$ cat config.mk
export PLATFORM = sky130hd
export DESIGN_NAME = rpc_frame_deframer_flat
export DESIGN_NICKNAME = d
export VERILOG_FILES = /design/src/rtl/rfd_pkg.sv /design/src/rtl/rfd_if.sv /design/src/rtl/rfd_ctrl.sv /design/src/rtl/rfd_datapath.sv /design/src/rtl/rpc_frame_deframer.sv /design/src/flat_wrapper.sv
export VERILOG_INCLUDE_DIRS = /design/src /design/src/rtl
export SDC_FILE = /design/constraint.sdc
export NUM_CORES = 1
export LEC_CHECK = 0
export ABC_AREA = 0
export BUFFER_PORTS_ARGS = -buffer_cell sky130_fd_sc_hd__buf_2
export CORE_MARGIN = 1
export CORE_UTILIZATION = 50
export CTS_CLUSTER_DIAMETER = 120
export DETAILED_ROUTE_END_ITERATION = 8
export GPL_TIMING_DRIVEN = 0
export PLACE_DENSITY = 0.75
export SLEW_MARGIN = 10
export SYNTH_ARGS = -nofsm -noshare
export SYNTH_HDL_FRONTEND = slang
export SYNTH_SLANG_ARGS = --single-unit
$ cat constraint.sdc
create_clock -name clock -period 8.1 [get_ports clock]
set_input_delay 0.81 -clock clock [delete_from_list [all_inputs] [get_ports clock]]
set_output_delay 0.81 -clock clock [all_outputs]
set_load 0.005 [all_outputs]
$ cat src/rtl/rpc_frame_deframer_macros.svh
// assertion macros for the rpc frame deframer
// included by the modules that carry assertions
`ifndef RPC_FRAME_DEFRAMER_MACROS_SVH
`define RPC_FRAME_DEFRAMER_MACROS_SVH

// condition implies consequence in the same cycle
`define RFD_ASSERT_IMP(lbl, clk, rst, ante, cons) \
   lbl: assert property (@(posedge clk) disable iff (rst) (ante) |-> (cons)) \
      else $error("rfd check failed");

// condition implies consequence in the next cycle
`define RFD_ASSERT_NXT(lbl, clk, rst, ante, cons) \
   lbl: assert property (@(posedge clk) disable iff (rst) (ante) |=> (cons)) \
      else $error("rfd check failed");

`endif

$ cat src/rtl/rfd_pkg.sv
// shared types and codes of the rpc frame deframer
// no dependencies
package rfd_pkg;

   // result kinds
   localparam logic [2:0] KIND_ID       = 3'd0;
   localparam logic [2:0] KIND_METHOD   = 3'd1;
   localparam logic [2:0] KIND_INFO     = 3'd2;
   localparam logic [2:0] KIND_PAYLOAD  = 3'd3;
   localparam logic [2:0] KIND_CHECKSUM = 3'd4;
   localparam logic [2:0] KIND_END      = 3'd5;

   // frame end status
   localparam logic [1:0] STAT_GOOD     = 2'd0;
   localparam logic [1:0] STAT_MISMATCH = 2'd1;
   localparam logic [1:0] STAT_LAYOUT   = 2'd2;

   // register indexes
   localparam logic CSR_START = 1'b0;
   localparam logic CSR_END   = 1'b1;

   // smallest legal frame: start, end and 24 header/checksum bytes
   localparam int MIN_FRAME = 2 + 24;
   // results kept per input item
   localparam int RES_CAP = 64;

   typedef struct packed {
      logic [2:0]         kind;
      logic [7:0]         byte_value;
      logic [1:0]         frame_status;
      logic signed [31:0] error_code;
      logic               last;
   } rsp_item_type;

   typedef struct packed {
      logic step;
      logic from_input;
      logic flush;
   } dp_cmd_type;

   typedef struct packed {
      logic rescan;
      logic replay_end;
      logic out_free;
      logic held_valid;
   } dp_status_type;

endpackage

$ cat src/rtl/rfd_if.sv
// stream interfaces of the rpc frame deframer
// depends on nothing but the port widths of the item fields
interface rfd_req_if;
   logic       valid;
   logic       ready;
   logic [7:0] rx_byte;
   modport source (output valid, output rx_byte, input ready);
   modport sink (input valid, input rx_byte, output ready);
endinterface

interface rfd_rsp_if;
   logic               valid;
   logic               ready;
   logic [2:0]         kind;
   logic [7:0]         byte_value;
   logic [1:0]         frame_status;
   logic signed [31:0] error_code;
   logic               last;
   modport source (output valid, output kind, output byte_value, output frame_status,
                   output error_code, output last, input ready);
   modport sink (input valid, input kind, input byte_value, input frame_status,
                 input error_code, input last, output ready);
endinterface

$ cat src/rtl/rfd_ctrl.sv
// controller of the rpc frame deframer: input, replay and flush sequencing
// depends on rfd_pkg
module rfd_ctrl (
   input  logic                   clock,
   input  logic                   reset,
   input  logic                   req_valid,
   output logic                   req_ready,
   input  rfd_pkg::dp_status_type status,
   output rfd_pkg::dp_cmd_type    cmd
);

   localparam logic [1:0] S_IDLE  = 2'd0;
   localparam logic [1:0] S_READ  = 2'd1;
   localparam logic [1:0] S_EXEC  = 2'd2;
   localparam logic [1:0] S_FLUSH = 2'd3;

   logic [1:0] state_ff;
   logic [1:0] state_in;

   // next state and commands
   always_comb begin
      state_in       = state_ff;
      cmd.step       = 1'b0;
      cmd.from_input = (state_ff == S_IDLE);
      cmd.flush      = 1'b0;
      req_ready      = 1'b0;
      unique case (state_ff)
         S_IDLE: begin
            req_ready = status.out_free;
            if (req_valid && status.out_free) begin
               cmd.step = 1'b1;
               if (status.rescan) state_in = S_READ;
            end
         end
         S_READ: begin
            state_in = S_EXEC;
         end
         S_EXEC: begin
            if (status.out_free) begin
               cmd.step = 1'b1;
               if (status.rescan) state_in = S_READ;
               else if (status.replay_end) state_in = S_FLUSH;
               else state_in = S_READ;
            end
         end
         S_FLUSH: begin
            if (!status.held_valid) begin
               state_in = S_IDLE;
            end else if (status.out_free) begin
               cmd.flush = 1'b1;
               state_in  = S_IDLE;
            end
         end
         default: state_in = S_IDLE;
      endcase
   end

   always_ff @(posedge clock) begin
      if (reset) state_ff <= S_IDLE;
      else state_ff <= state_in;
   end

endmodule

$ cat src/rtl/rfd_datapath.sv
// datapath of the rpc frame deframer: frame store, parser registers, result stages
// depends on rfd_pkg and rpc_frame_deframer_macros.svh
`include "rpc_frame_deframer_macros.svh"

module rfd_datapath #(
   parameter int MAX_FRAME = 64
) (
   input  logic                   clock,
   input  logic                   reset,
   input  rfd_pkg::dp_cmd_type    cmd,
   output rfd_pkg::dp_status_type status,
   input  logic [7:0]             req_byte,
   input  logic                   csr_we,
   input  logic                   csr_index,
   input  logic [7:0]             csr_wdata,
   output logic                   rsp_valid,
   input  logic                   rsp_ready,
   output rfd_pkg::rsp_item_type  rsp_data
);

   localparam int PW = $clog2(MAX_FRAME);
   localparam int FW = $clog2(MAX_FRAME + 1);
   localparam int CW = $clog2(rfd_pkg::RES_CAP + 1);
   localparam logic [PW-1:0] PTR_LAST = PW'(MAX_FRAME - 1);
   localparam logic [FW-1:0] HDR_BYTES = FW'(4);
   localparam logic [FW-1:0] MIN_LEN = FW'(rfd_pkg::MIN_FRAME);

   localparam logic [3:0] PH_HUNT    = 4'd0;
   localparam logic [3:0] PH_LEN     = 4'd1;
   localparam logic [3:0] PH_IDLEN   = 4'd2;
   localparam logic [3:0] PH_ID      = 4'd3;
   localparam logic [3:0] PH_METHLEN = 4'd4;
   localparam logic [3:0] PH_METH    = 4'd5;
   localparam logic [3:0] PH_ERRC    = 4'd6;
   localparam logic [3:0] PH_INFOLEN = 4'd7;
   localparam logic [3:0] PH_INFO    = 4'd8;
   localparam logic [3:0] PH_PAY     = 4'd9;
   localparam logic [3:0] PH_CKSUM   = 4'd10;
   localparam logic [3:0] PH_SKIP    = 4'd11;
   localparam logic [3:0] PH_END     = 4'd12;

   function automatic logic [PW-1:0] ptr_inc(input logic [PW-1:0] p);
      ptr_inc = (p == PTR_LAST) ? '0 : p + 1'b1;
   endfunction

   logic [7:0]    mem [MAX_FRAME];
   logic [7:0]    rd_data_ff;
   logic [7:0]    start_mark_ff, end_mark_ff;
   logic [PW-1:0] wp_ff, rp_ff, base_ff, base_in;
   logic [3:0]    phase_ff, phase_in;
   logic [FW-1:0] fill_ff, fill_in, len_ff, len_in, rem_ff, rem_in, sum_ff, sum_in;
   logic [31:0]   shift_ff, shift_in, code_ff, code_in;
   logic [CW-1:0] cnt_ff;
   logic          out_v_ff, held_v_ff;
   rfd_pkg::rsp_item_type out_q, held_q, res;

   logic [7:0]    b;
   logic [PW-1:0] cur_addr;
   logic          emit, rescan, emit_ok, direct;
   logic [FW-1:0] fill_inc, rem_dec, sum_new;
   logic [31:0]   v;
   logic [32:0]   len33;

   assign b        = cmd.from_input ? req_byte : rd_data_ff;
   assign cur_addr = cmd.from_input ? wp_ff : rp_ff;
   assign fill_inc = (fill_ff < FW'(MAX_FRAME)) ? fill_ff + 1'b1 : fill_ff;
   assign rem_dec  = (rem_ff != '0) ? rem_ff - 1'b1 : rem_ff;
   assign v        = {shift_ff[23:0], b};
   assign len33    = 33'(len_ff);

   // parser step for one byte
   always_comb begin
      phase_in = phase_ff;
      fill_in  = fill_ff;
      len_in   = len_ff;
      shift_in = shift_ff;
      rem_in   = rem_ff;
      sum_in   = sum_ff;
      code_in  = code_ff;
      base_in  = base_ff;
      sum_new  = sum_ff;
      emit     = 1'b0;
      rescan   = 1'b0;
      res      = '0;
      if (phase_ff == PH_HUNT) begin
         if (b == start_mark_ff) begin
            base_in  = cur_addr;
            fill_in  = FW'(1);
            phase_in = PH_LEN;
            rem_in   = HDR_BYTES;
         end
      end else begin
         fill_in = fill_inc;
         if (phase_ff != PH_LEN && fill_inc == len_ff) begin
            // byte at the end position closes the frame
            emit     = 1'b1;
            res.kind = rfd_pkg::KIND_END;
            phase_in = PH_HUNT;
            fill_in  = '0;
            if (b != end_mark_ff) begin
               res.frame_status = rfd_pkg::STAT_MISMATCH;
               rescan           = 1'b1;
            end else if (phase_ff == PH_END) begin
               res.frame_status = rfd_pkg::STAT_GOOD;
               res.error_code   = code_ff;
            end else begin
               res.frame_status = rfd_pkg::STAT_LAYOUT;
            end
         end else begin
            unique case (phase_ff) inside
               PH_LEN, PH_IDLEN, PH_METHLEN, PH_ERRC, PH_INFOLEN: begin
                  shift_in = v;
                  rem_in   = rem_dec;
                  if (rem_dec == '0) begin
                     unique case (phase_ff)
                        PH_LEN: begin
                           len_in = FW'(v);
                           if (v[31] || v < 32'(rfd_pkg::MIN_FRAME) ||
                               v > 32'(MAX_FRAME)) begin
                              phase_in = PH_HUNT;
                              fill_in  = '0;
                              rescan   = 1'b1;
                           end else begin
                              phase_in = PH_IDLEN;
                              rem_in   = HDR_BYTES;
                           end
                        end
                        PH_IDLEN: begin
                           if (v[31] || 33'(v) + 33'd10 >= len33) begin
                              phase_in = PH_SKIP;
                              rem_in   = '0;
                           end else begin
                              sum_in   = FW'(v);
                              phase_in = (v != '0) ? PH_ID : PH_METHLEN;
                              rem_in   = (v != '0) ? FW'(v) : HDR_BYTES;
                           end
                        end
                        PH_METHLEN: begin
                           if (v[31] || 33'(v) + 33'(sum_ff) + 33'd18 >= len33) begin
                              phase_in = PH_SKIP;
                              rem_in   = '0;
                           end else begin
                              sum_in   = sum_ff + FW'(v);
                              phase_in = (v != '0) ? PH_METH : PH_ERRC;
                              rem_in   = (v != '0) ? FW'(v) : HDR_BYTES;
                           end
                        end
                        PH_ERRC: begin
                           code_in  = v;
                           phase_in = PH_INFOLEN;
                           rem_in   = HDR_BYTES;
                        end
                        default: begin
                           if (v[31] || 33'(rfd_pkg::MIN_FRAME) + 33'(sum_ff) + 33'(v) >
                               len33) begin
                              phase_in = PH_SKIP;
                              rem_in   = '0;
                           end else begin
                              sum_new = sum_ff + FW'(v);
                              sum_in  = sum_new;
                              if (v != '0) begin
                                 phase_in = PH_INFO;
                                 rem_in   = FW'(v);
                              end else if (len_ff - MIN_LEN - sum_new != '0) begin
                                 phase_in = PH_PAY;
                                 rem_in   = len_ff - MIN_LEN - sum_new;
                              end else begin
                                 phase_in = PH_CKSUM;
                                 rem_in   = HDR_BYTES;
                              end
                           end
                        end
                     endcase
                  end
               end
               PH_ID, PH_METH, PH_INFO, PH_PAY, PH_CKSUM: begin
                  // field byte goes out as it arrives
                  emit           = 1'b1;
                  res.byte_value = b;
                  rem_in         = rem_dec;
                  unique case (phase_ff)
                     PH_ID:   res.kind = rfd_pkg::KIND_ID;
                     PH_METH: res.kind = rfd_pkg::KIND_METHOD;
                     PH_INFO: res.kind = rfd_pkg::KIND_INFO;
                     PH_PAY:  res.kind = rfd_pkg::KIND_PAYLOAD;
                     default: res.kind = rfd_pkg::KIND_CHECKSUM;
                  endcase
                  if (rem_dec == '0) begin
                     unique case (phase_ff)
                        PH_ID: begin
                           phase_in = PH_METHLEN;
                           rem_in   = HDR_BYTES;
                        end
                        PH_METH: begin
                           phase_in = PH_ERRC;
                           rem_in   = HDR_BYTES;
                        end
                        PH_INFO: begin
                           if (len_ff - MIN_LEN - sum_ff != '0) begin
                              phase_in = PH_PAY;
                              rem_in   = len_ff - MIN_LEN - sum_ff;
                           end else begin
                              phase_in = PH_CKSUM;
                              rem_in   = HDR_BYTES;
                           end
                        end
                        PH_PAY: begin
                           phase_in = PH_CKSUM;
                           rem_in   = HDR_BYTES;
                        end
                        default: begin
                           phase_in = PH_END;
                           rem_in   = '0;
                        end
                     endcase
                  end
               end
               default: ;
            endcase
         end
      end
   end

   assign emit_ok = emit && (cmd.from_input || cnt_ff < CW'(rfd_pkg::RES_CAP));
   assign direct  = cmd.from_input && !rescan;

   assign status.rescan     = rescan;
   assign status.replay_end = (ptr_inc(rp_ff) == wp_ff);
   assign status.out_free   = !out_v_ff || rsp_ready;
   assign status.held_valid = held_v_ff;

   // frame store: input bytes written, replay read registered
   always_ff @(posedge clock) begin
      if (cmd.step && cmd.from_input) mem[wp_ff] <= b;
      rd_data_ff <= mem[rp_ff];
   end

   // configuration registers
   always_ff @(posedge clock) begin
      if (reset) begin
         start_mark_ff <= 8'd2;
         end_mark_ff   <= 8'd3;
      end else if (csr_we) begin
         unique case (csr_index)
            rfd_pkg::CSR_START: start_mark_ff <= csr_wdata;
            rfd_pkg::CSR_END:   end_mark_ff   <= csr_wdata;
            default: ;
         endcase
      end
   end

   // parser state and pointers
   always_ff @(posedge clock) begin
      if (reset) begin
         phase_ff <= PH_HUNT;
         fill_ff  <= '0;
         len_ff   <= '0;
         shift_ff <= '0;
         rem_ff   <= '0;
         sum_ff   <= '0;
         code_ff  <= '0;
         base_ff  <= '0;
         wp_ff    <= '0;
         rp_ff    <= '0;
         cnt_ff   <= '0;
      end else if (cmd.step) begin
         phase_ff <= phase_in;
         fill_ff  <= fill_in;
         len_ff   <= len_in;
         shift_ff <= shift_in;
         rem_ff   <= rem_in;
         sum_ff   <= sum_in;
         code_ff  <= code_in;
         base_ff  <= base_in;
         if (cmd.from_input) wp_ff <= ptr_inc(wp_ff);
         if (rescan) rp_ff <= ptr_inc(base_ff);
         else if (!cmd.from_input) rp_ff <= ptr_inc(rp_ff);
         if (cmd.from_input) cnt_ff <= emit ? CW'(1) : '0;
         else if (emit_ok) cnt_ff <= cnt_ff + 1'b1;
      end
   end

   // output register and holding slot valid flags
   always_ff @(posedge clock) begin
      if (reset) begin
         out_v_ff  <= 1'b0;
         held_v_ff <= 1'b0;
      end else begin
         if (rsp_ready) out_v_ff <= 1'b0;
         if (cmd.step && emit_ok) begin
            if (direct) out_v_ff <= 1'b1;
            else begin
               if (held_v_ff) out_v_ff <= 1'b1;
               held_v_ff <= 1'b1;
            end
         end
         if (cmd.flush && held_v_ff) begin
            out_v_ff  <= 1'b1;
            held_v_ff <= 1'b0;
         end
      end
   end

   // output and holding slot payload
   always_ff @(posedge clock) begin
      if (cmd.step && emit_ok) begin
         if (direct) begin
            out_q      <= res;
            out_q.last <= 1'b1;
         end else begin
            if (held_v_ff) begin
               out_q      <= held_q;
               out_q.last <= 1'b0;
            end
            held_q <= res;
         end
      end
      if (cmd.flush && held_v_ff) begin
         out_q      <= held_q;
         out_q.last <= 1'b1;
      end
   end

   assign rsp_valid = out_v_ff;
   assign rsp_data  = out_q;

   `RFD_ASSERT_IMP(a_len_range, clock, reset, (phase_ff != PH_HUNT) && (phase_ff != PH_LEN), (len_ff >= MIN_LEN) && (len_ff <= FW'(MAX_FRAME)))
   `RFD_ASSERT_IMP(a_fill_below_len, clock, reset, (phase_ff != PH_HUNT) && (phase_ff != PH_LEN), fill_ff < len_ff)
   `RFD_ASSERT_NXT(a_flush_last, clock, reset, cmd.flush && held_v_ff, out_v_ff && out_q.last)

endmodule

$ cat src/rtl/rpc_frame_deframer.sv
// top level of the rpc frame deframer
// depends on rfd_pkg, rfd_if, rfd_ctrl and rfd_datapath
//
// Takes one received byte per cycle while the output register is free and no
// replay runs, hunts for the start byte and emits the field bytes of each
// frame tagged by kind, then a frame end result with status and error code;
// last marks the final result of an input byte. After a byte that causes no
// rescan the next byte can follow at once. A bad length or a wrong end byte
// makes the block replay the buffered frame bytes after the start byte from
// the frame store, each replayed byte read from the store, then parsed, and
// the final result then released; the input is not ready meanwhile. The frame
// store holds MAX_FRAME bytes as a ring and needs no clearing after reset.
module rpc_frame_deframer #(
   parameter int MAX_FRAME = 64
) (
   input  logic         clock,
   input  logic         reset,
   rfd_req_if.sink      req_ch,
   rfd_rsp_if.source    rsp_ch,
   input  logic         csr_we,
   input  logic         csr_index,
   input  logic [7:0]   csr_wdata
);

   rfd_pkg::dp_cmd_type    cmd;
   rfd_pkg::dp_status_type status;
   rfd_pkg::rsp_item_type  rsp_data;
   logic                   rsp_valid;

   // sequencing
   rfd_ctrl u_ctrl (
      .clock     (clock),
      .reset     (reset),
      .req_valid (req_ch.valid),
      .req_ready (req_ch.ready),
      .status    (status),
      .cmd       (cmd)
   );

   // parser and storage
   rfd_datapath #(.MAX_FRAME(MAX_FRAME)) u_datapath (
      .clock     (clock),
      .reset     (reset),
      .cmd       (cmd),
      .status    (status),
      .req_byte  (req_ch.rx_byte),
      .csr_we    (csr_we),
      .csr_index (csr_index),
      .csr_wdata (csr_wdata),
      .rsp_valid (rsp_valid),
      .rsp_ready (rsp_ch.ready),
      .rsp_data  (rsp_data)
   );

   assign rsp_ch.valid        = rsp_valid;
   assign rsp_ch.kind         = rsp_data.kind;
   assign rsp_ch.byte_value   = rsp_data.byte_value;
   assign rsp_ch.frame_status = rsp_data.frame_status;
   assign rsp_ch.error_code   = rsp_data.error_code;
   assign rsp_ch.last         = rsp_data.last;

endmodule

$ cat src/flat_wrapper.sv
// flat-port wrapper written by rule: the top's interface ports become plain ports
module rpc_frame_deframer_flat 
#(
   parameter int MAX_FRAME = 64
)
  (clock, reset, csr_we, csr_index, csr_wdata, req_ch_valid, req_ch_rx_byte, req_ch_ready, rsp_ch_valid, rsp_ch_kind, rsp_ch_byte_value, rsp_ch_frame_status, rsp_ch_error_code, rsp_ch_last, rsp_ch_ready);
  rfd_req_if req_ch_i ();
  rfd_rsp_if rsp_ch_i ();
  input  logic clock;
  input  logic reset;
  input  logic csr_we;
  input  logic csr_index;
  input  logic [7:0] csr_wdata;
  input wire logic [$bits(req_ch_i.valid)-1:0] req_ch_valid;
  input wire logic [$bits(req_ch_i.rx_byte)-1:0] req_ch_rx_byte;
  output wire logic [$bits(req_ch_i.ready)-1:0] req_ch_ready;
  output wire logic [$bits(rsp_ch_i.valid)-1:0] rsp_ch_valid;
  output wire logic [$bits(rsp_ch_i.kind)-1:0] rsp_ch_kind;
  output wire logic [$bits(rsp_ch_i.byte_value)-1:0] rsp_ch_byte_value;
  output wire logic [$bits(rsp_ch_i.frame_status)-1:0] rsp_ch_frame_status;
  output wire logic [$bits(rsp_ch_i.error_code)-1:0] rsp_ch_error_code;
  output wire logic [$bits(rsp_ch_i.last)-1:0] rsp_ch_last;
  input wire logic [$bits(rsp_ch_i.ready)-1:0] rsp_ch_ready;
  assign req_ch_i.valid = req_ch_valid;
  assign req_ch_i.rx_byte = req_ch_rx_byte;
  assign req_ch_ready = req_ch_i.ready;
  assign rsp_ch_valid = rsp_ch_i.valid;
  assign rsp_ch_kind = rsp_ch_i.kind;
  assign rsp_ch_byte_value = rsp_ch_i.byte_value;
  assign rsp_ch_frame_status = rsp_ch_i.frame_status;
  assign rsp_ch_error_code = rsp_ch_i.error_code;
  assign rsp_ch_last = rsp_ch_i.last;
  assign rsp_ch_i.ready = rsp_ch_ready;
  rpc_frame_deframer #(.MAX_FRAME(MAX_FRAME)) u_core (.clock(clock), .reset(reset), .req_ch(req_ch_i), .rsp_ch(rsp_ch_i), .csr_we(csr_we), .csr_index(csr_index), .csr_wdata(csr_wdata));
endmodule
==> results of run 1 <==
## per-stage QoR
stage	power, mW	util	setup TNS [ns]	setup WS (ns)
global route	8.510	0.5728	0	0.2102
floorplan	4.448	-	0	1.443
global placement	4.571	0.5290	-49.90	-1.218
CTS	8.326	0.5726	0	0.5478
detailed placement	4.586	0.5323	0	0.3092
finish	8.306	0.5729	0	0.4120
## metal layers
metal	vias up	share of wire	global-route usage
met1	11760	0.38	0.3694
met5	-	0.00039	0
met3	267	0.085	0.05239
li1	9989	-	-
met4	6	0.043	0.1196
met2	1319	0.49	0.4776
## sequential cells by signal (all words and copies together) (netlist names), 8 cells and up
register,flops
u_core.u_datapath.held_q,45
u_core.u_datapath.shift_ff,24
u_core.u_datapath.start_mark_ff,8
u_core.u_datapath.code_ff,32
u_core.u_datapath.rd_data_ff,8
u_core.u_datapath.end_mark_ff,8
u_core.u_datapath.rsp_data,46
u_core.u_datapath.mem,512
## worst paths after layout
| check | from | endpoint | slack, ns |
|---|---|---|---|
| setup / recovery | u_core.u_ctrl.state_ff[1] | u_core.u_datapath.sum_ff[1] | 0.41 |
| hold / removal | csr_wdata[5] | u_core.u_datapath.start_mark_ff[5] | 0.44 |
| setup reg to reg | u_core.u_ctrl.state_ff[1] | u_core.u_datapath.sum_ff[1] | 0.41 |
| hold reg to reg | u_core.u_datapath.start_mark_ff[0] | u_core.u_datapath.start_mark_ff[0] | 0.47 |
## area by class of cell
class | count | area, um^2
Sequential cell | 744 | 20920
Antenna cell | 6 | 15.01
Timing Repair Buffer | 79 | 533.0
Inverter | 69 | 265.3
Multi-Input combinational cell | 1537 | 12510
Buffer | 156 | 620.6
Fill cell | 5204 | 28840
Clock buffer | 98 | 2110
Clock inverter | 41 | 611.8
Tap cell | 873 | 1092
## layout by cell type, fill, tap and decap left out, types with 11 or more instances in the layout
cell	netlist	final
o21ai_0	63	63
dfxtp_1	142	142
clkbuf_16	0	80
a211oi_1	36	36
nor3_1	41	41
mux4_2	168	168
ha_1	57	57
edfxtp_1	602	602
clkinv_2	0	12
clkbuf_1	118	132
mux2i_1	31	29
and3_1	22	22
nand2_1	189	188
inv_1	66	61
buf_2	15	84
a21o_1	15	15
buf_1	20	20
a22o_1	38	38
nor4_1	25	23
nand3_1	47	47
a31oi_1	16	16
nor2_1	238	237
nand2b_1	15	15
xnor2_1	66	66
a21oi_1	105	105
nor2b_1	16	16
and2_1	45	45
or3_1	12	12
bufinv_16	0	11
xor2_1	25	25
nand4_1	34	34
o21a_1	12	12
o31ai_1	19	19
## report_power, final
part           internal, mW  switching [mW]  leakage, nW
sequential             4.14          0.0101         6.59
clock                  2.23            1.57         1.31
combinational         0.116           0.246         4.36
total                  6.48            1.82         12.3
## cells by family after synthesis
group           after synthesis  synth area share
simple gates                748            0.1060
fa+ha+maj                    63           0.02402
compound gates              423           0.08621
buf+inv                     225           0.02566
mux                         211            0.1242
xor+xnor                     92           0.02372
flops                       744            0.6102
## critical path, cell delays in order, from the launching register on
cell       delay [ns]
dfxtp_1          0.47
or2_1            0.14
buf_2            0.14
buf_2            0.26
mux2i_2          0.91
inv_4            0.57
ha_1             0.55
ha_1             0.33
a21oi_1          0.17
a2bb2oi_1        0.45
xor2_1           0.19
ha_1             0.28
nand2_1          0.07
a21oi_1          0.04
a211oi_1         0.43
nor4_1           0.12
or4_4            0.56
nor4_4           0.58
a21oi_1          0.16
or4b_1           0.61
buf_6            0.18
mux2_4           0.30
==> results.md, run 1 <==
* Total routed wirelength at ~99000 um
* Placed cells at around 3500
* Pwr dens at 214.8 nW/um^2
* Worst hold path depth at 3
* Row cnt at 95
* Crit. End Element: register
* Synth cell types at between 90 and 100
* Worst Path Arrival at roughly 8.2 ns
* Syn nets at approximately 2600
* Synth top area share at 0.5273
* Slew @ Worst Pin at between 1 and 1.5 ns
* Final nets at 2748
* Worst-skew pair later-pin latency at about 0.65 ns
* CTS buffer count at 77
* Post_cts resized at 0
* Register area share after synthesis at 0.6102
* Crit-path max FO at just under 70
* P_leak at between 10 and 15 nW
* RSZ-0062 raised after global routing: false
* Die height at about 260 um
* Gr usage total at 0.2863
* Count of non-filler cells in the finished layout at between 3000 and 4000
* Total number of H-tree levels at 3
* Status: complete, no violations
* Post-synth ARST share at 0
* Post-Syn Instances at around 2500
* Startpoint types: register
* Count leader, synth: edfxtp_1
* Syn Area/Cell at approximately 14 um^2
* Die footprint at between 60000 and 70000 um^2
* Top_reg_cell synth: edfxtp_1
* Final number of setup-violating endpoints at 0
* Synth area leader: edfxtp_1
* Vias post-DR at 23340
* CTS Sinks at around 740
* Layout Skew at just under 0.05 ns
* WS Path Type: reg -> reg
* Peak supply drop at about 0.21 mV
* Core ar. at 67510 um^2
* ANT nets after route at 0
* Setup Buffers After CTS at 0
* Max-cap violations at 0
* Initial antenna violation count at 9
* Number of global-route vias before repair at between 20000 and 25000
* Min Tclk post-route at 7.688 ns
* Largest net degree at the start of global routing at 70
* Hold Vio Cnt, Final at 0
* Root buffer cell: clkbuf_16
* Iter 0 DRT Violations at 2964
* Final Instance Area at slightly below 40000 um^2
* Cells on worst reg2reg path at 21
* # DRC at 0
* # port buffers at 68
* Layout overhead on the synthesized area at 12.83%
* Post-synth EDFFs at approximately 600
* Synth Warn # at 0
* Dpl hpwl at a little under 70000 um
* Worst EP required at about 8.6 ns
* Routability Congestion at about 0.96
* Fmax at between 100 and 150 MHz
* Synth cell count leaders: edfxtp_1, nor2_1, nand2_1
* Cts hold-fix bufs at 0
* DR vias/cell at ~6.5
* TritonCTS clock tree: done
* Share of cells above drive strength 1 at 0.1601
* CTS Buffer Depth at 3
* Post-placement cell area at between 30000 and 40000 um^2
* Global-route wire length before repair at between 100000 and 150000 um
* 1st-pass router iterations at 7
* Synth top area cells: edfxtp_1, mux4_2, dfxtp_1, nor2_1, ha_1
* Final Slew Violations at 0
* Slew headroom at 0.1919
* Syn Std Cell Area at 34280 um^2
* Die Width at about 260 um
* CTS clk-pin slew, worst paths at 0.07 ns
* Wirelength per Cell at between 20 and 30 um
* IO Count at 70
* Overflow after GRT at 0
* Starting Density at 0.5078
* Period utilisation layout at 0.9491
* FF+latch count, synth at roughly 740
* HP Class: in -> reg
* Hold WS at between 0.4 and 0.5 ns
(Power assumes the default switching activity.)
==> inputs of run 2 (changes only) <==
CORE_UTILIZATION = 54   (was 50)
PLACE_DENSITY = 0.79   (was 0.75)
==> run 2 against run 1 <==
Effect of this change: fmax is essentially flat; clock power shrank 5.3%; wire length is 4.1% lower; highest routed layer unchanged; setup slack improved by 0.0075 ns; combinational power barely moved; sequential share of layout area increased by 0.24 points.
==> results.md, run 2 (synthesis gave the netlist of run 1 again) <==
* Dpl hpwl at 65690 um (-3.6%)
* Number of global-route vias before repair at 22820 (-0.40%)
* TritonCTS clock tree: done
* Hold WS at 0.4159 ns (-0.02252 ns)
* Status: complete, no violations
* Min Tclk post-route at 7.680 ns (-0.007541 ns)
* Most frequent cells in the layout: edfxtp_1, nor2_1, nand2_1
* Count of non-filler cells in the finished layout at 3572 (-0.86%)
* Slew headroom at 0.04050 (-0.1514)
* # DRC at 0 (unchanged)
* Iter 0 DRT Violations at 2916 (-1.6%)
* Total number of H-tree levels at 3 (unchanged)
* CTS Sinks at 744 (unchanged)
* Pwr dens at 210.6 nW/um^2 (-2.0%)
* Hold Vio Cnt, Final at 0 (unchanged)
* Crit. End Element: register
* Max-cap violations at 0 (unchanged)
* CTS buffer count at 76 (-1.3%)
* CP Cell Sequence: or2_1 -> buf_2 -> buf_2 -> mux2i_2 -> inv_2 -> ha_1 -> inv_1 -> fa_1 -> o311a_1 -> nand2b_1 -> o31a_1 -> or4_1 -> a222oi_1 -> a21oi_1 -> or4b_1 -> buf_6 -> mux2_4
* Wirelength per Cell at 26.66 um (-3.3%)
* Final nets at 2748 (unchanged)
* Row cnt at 92 (-3.2%)
* Worst r2r src: u_core.u_ctrl.state_ff[1]
* Period utilisation layout at 0.9482 (about the same)
* Max stage delay on crit path at 1.13 ns (+0.22 ns)
* P_leak at 12.21 nW (-0.38%)
* Final number of setup-violating endpoints at 0 (unchanged)
* Most common cell after layout, fill and taps aside: edfxtp_1
* Largest net degree at the start of global routing at 65 (-7.1%)
* Cts hold-fix bufs at 0 (unchanged)
* Die footprint at 64500 um^2 (-7.4%)
* Total power at 8.108 mW (-2.4%)
* Global-route wire length before repair at 142300 um (-3.8%)
* Placed cells at 3432 (-0.75%)
* Post_cts resized at 0 (unchanged)
* Starting Density at 0.5454 (+0.03768)
* ANT nets after route at 0 (unchanged)
* Fill cells at 4617 (-11%)
* Biggest register: u_core.u_datapath.mem
* Final Instance Area at 38510 um^2 (-0.45%)
* Die Width at 254.0 um (-3.7%)
* Crit-path max FO at 22 (-68%)
* HP Start: csr_wdata[1]
* Overflow after GRT at 0 (unchanged)
* Most used cell, CP: buf_2
* CP Launch Point: u_core.u_ctrl.state_ff[1]
* Peak supply drop at 0.3284 mV (+53%)
* Vias post-DR at 22980 (-1.5%)
* CTS clk-pin slew, worst paths at 0.06 ns (about the same)
* Startpoint types: register
* HP Class: in -> reg
* Crit-path slowest cell: a222oi_1
* Layout Skew at 0.04906 ns (+0.0008766 ns)
* Util after Layout at 0.6127 (+0.03977)
* WP buf/inv at 5 (+1)
* RSZ-0062 raised after global routing: false
* Final Slew Violations at 0 (unchanged)
* Root buffer cell: clkbuf_16
* Total routed wirelength at 95230 um (-4.1%)
* WS Path Type: reg -> reg
* Setup Buffers After CTS at 0 (unchanged)
* Delay-heaviest family, CP: compound AO/OA/AOI/OAI gates
* Die height at 254.0 um (-3.7%)
* Max FFs per register at 512 (unchanged)
* Routability Congestion at 0.9994 (+4.6%)
* Fmax at 130.2 MHz (about the same)
* Slew @ Worst Pin at 1.439 ns (+0.2363 ns)
* Share of cells above drive strength 1 at 0.1590 (-0.001101)
* IO Count at 70 (unchanged)
* 1st-pass router iterations at 6 (-1)
* Initial antenna violation count at 3 (-6)
* Worst Path Arrival at 8.17 ns (-0.02 ns)
* DR vias/cell at 6.434 (-0.66%)
* Post-placement cell area at 35950 um^2 (about the same)
* Core ar. at 62850 um^2 (-6.9%)
* Worst EP required at 8.59 ns (about the same)
* CTS Buffer Depth at 3 (unchanged)
* Gr usage total at 0.3007 (+0.01438)
* Worst-skew pair later-pin latency at 0.64 ns (about the same)
* # port buffers at 68 (unchanged)
* Layout overhead on the synthesized area at 12.33%
## run 2: where the power goes
group | internal (mW) | switching (mW) | total, mW
Sequential | 4.14 | 0.0102 | 4.15
Clock | 2.09 | 1.50 | 3.59
Combinational | 0.118 | 0.246 | 0.364
## run 2: per-layer routing
metal | share of wire | GRT usage | routed length [um] | up-vias
met5 | 0.00026 | 0 | 25 | -
met4 | 0.055 | 0.1478 | 5275 | 4
met3 | 0.079 | 0.05296 | 7553 | 301
met2 | 0.49 | 0.5084 | 46970 | 1241
li1 | - | - | - | 10010
met1 | 0.37 | 0.3737 | 35400 | 11430
## run 2: worst paths after layout
check | endpoint | slack [ns] | cells after the start
setup / recovery | u_core.u_datapath.sum_ff[2] | 0.42 | 17
hold / removal | u_core.u_datapath.start_mark_ff[1] | 0.42 | 3
setup reg to reg | u_core.u_datapath.sum_ff[2] | 0.42 | 17
hold reg to reg | u_core.u_datapath.end_mark_ff[5] | 0.47 | 2
## run 2: final cells by class
cell class              instances  area, um^2  area share
clock buffers                  93        2028     0.05267
inverters                      69       262.8    0.006824
well taps                     846        1059     0.02749
flip-flops and latches        744       20920      0.5433
plain buffers                 156       620.6     0.01612
multi-input cells            1537       12520      0.3250
diodes                          2       5.005   0.0001300
repair buffers                 80       570.5     0.01482
clock inverters                45       525.5     0.01365
## run 2: metrics by stage
step,setup TNS (ns),worst slack [ns]
2_1_floorplan,0,1.443
3_3_place_gp,-64.23,-1.343
3_5_place_dp,0,0.5228
4_1_cts,0,0.5679
5_1_grt,0,0.2152
6_report,0,0.4195
## run 2: worst reg2reg max path: stages, from the launching register on
cell	delay (ns)
dfxtp_1	0.45
or2_1	0.14
buf_2	0.14
buf_2	0.25
mux2i_2	1.00
inv_2	0.56
ha_1	0.54
inv_1	0.09
fa_1	0.48
o311a_1	0.47
nand2b_1	0.20
o31a_1	0.36
or4_1	0.44
a222oi_1	1.13
a21oi_1	0.20
or4b_1	0.61
buf_6	0.17
mux2_4	0.30
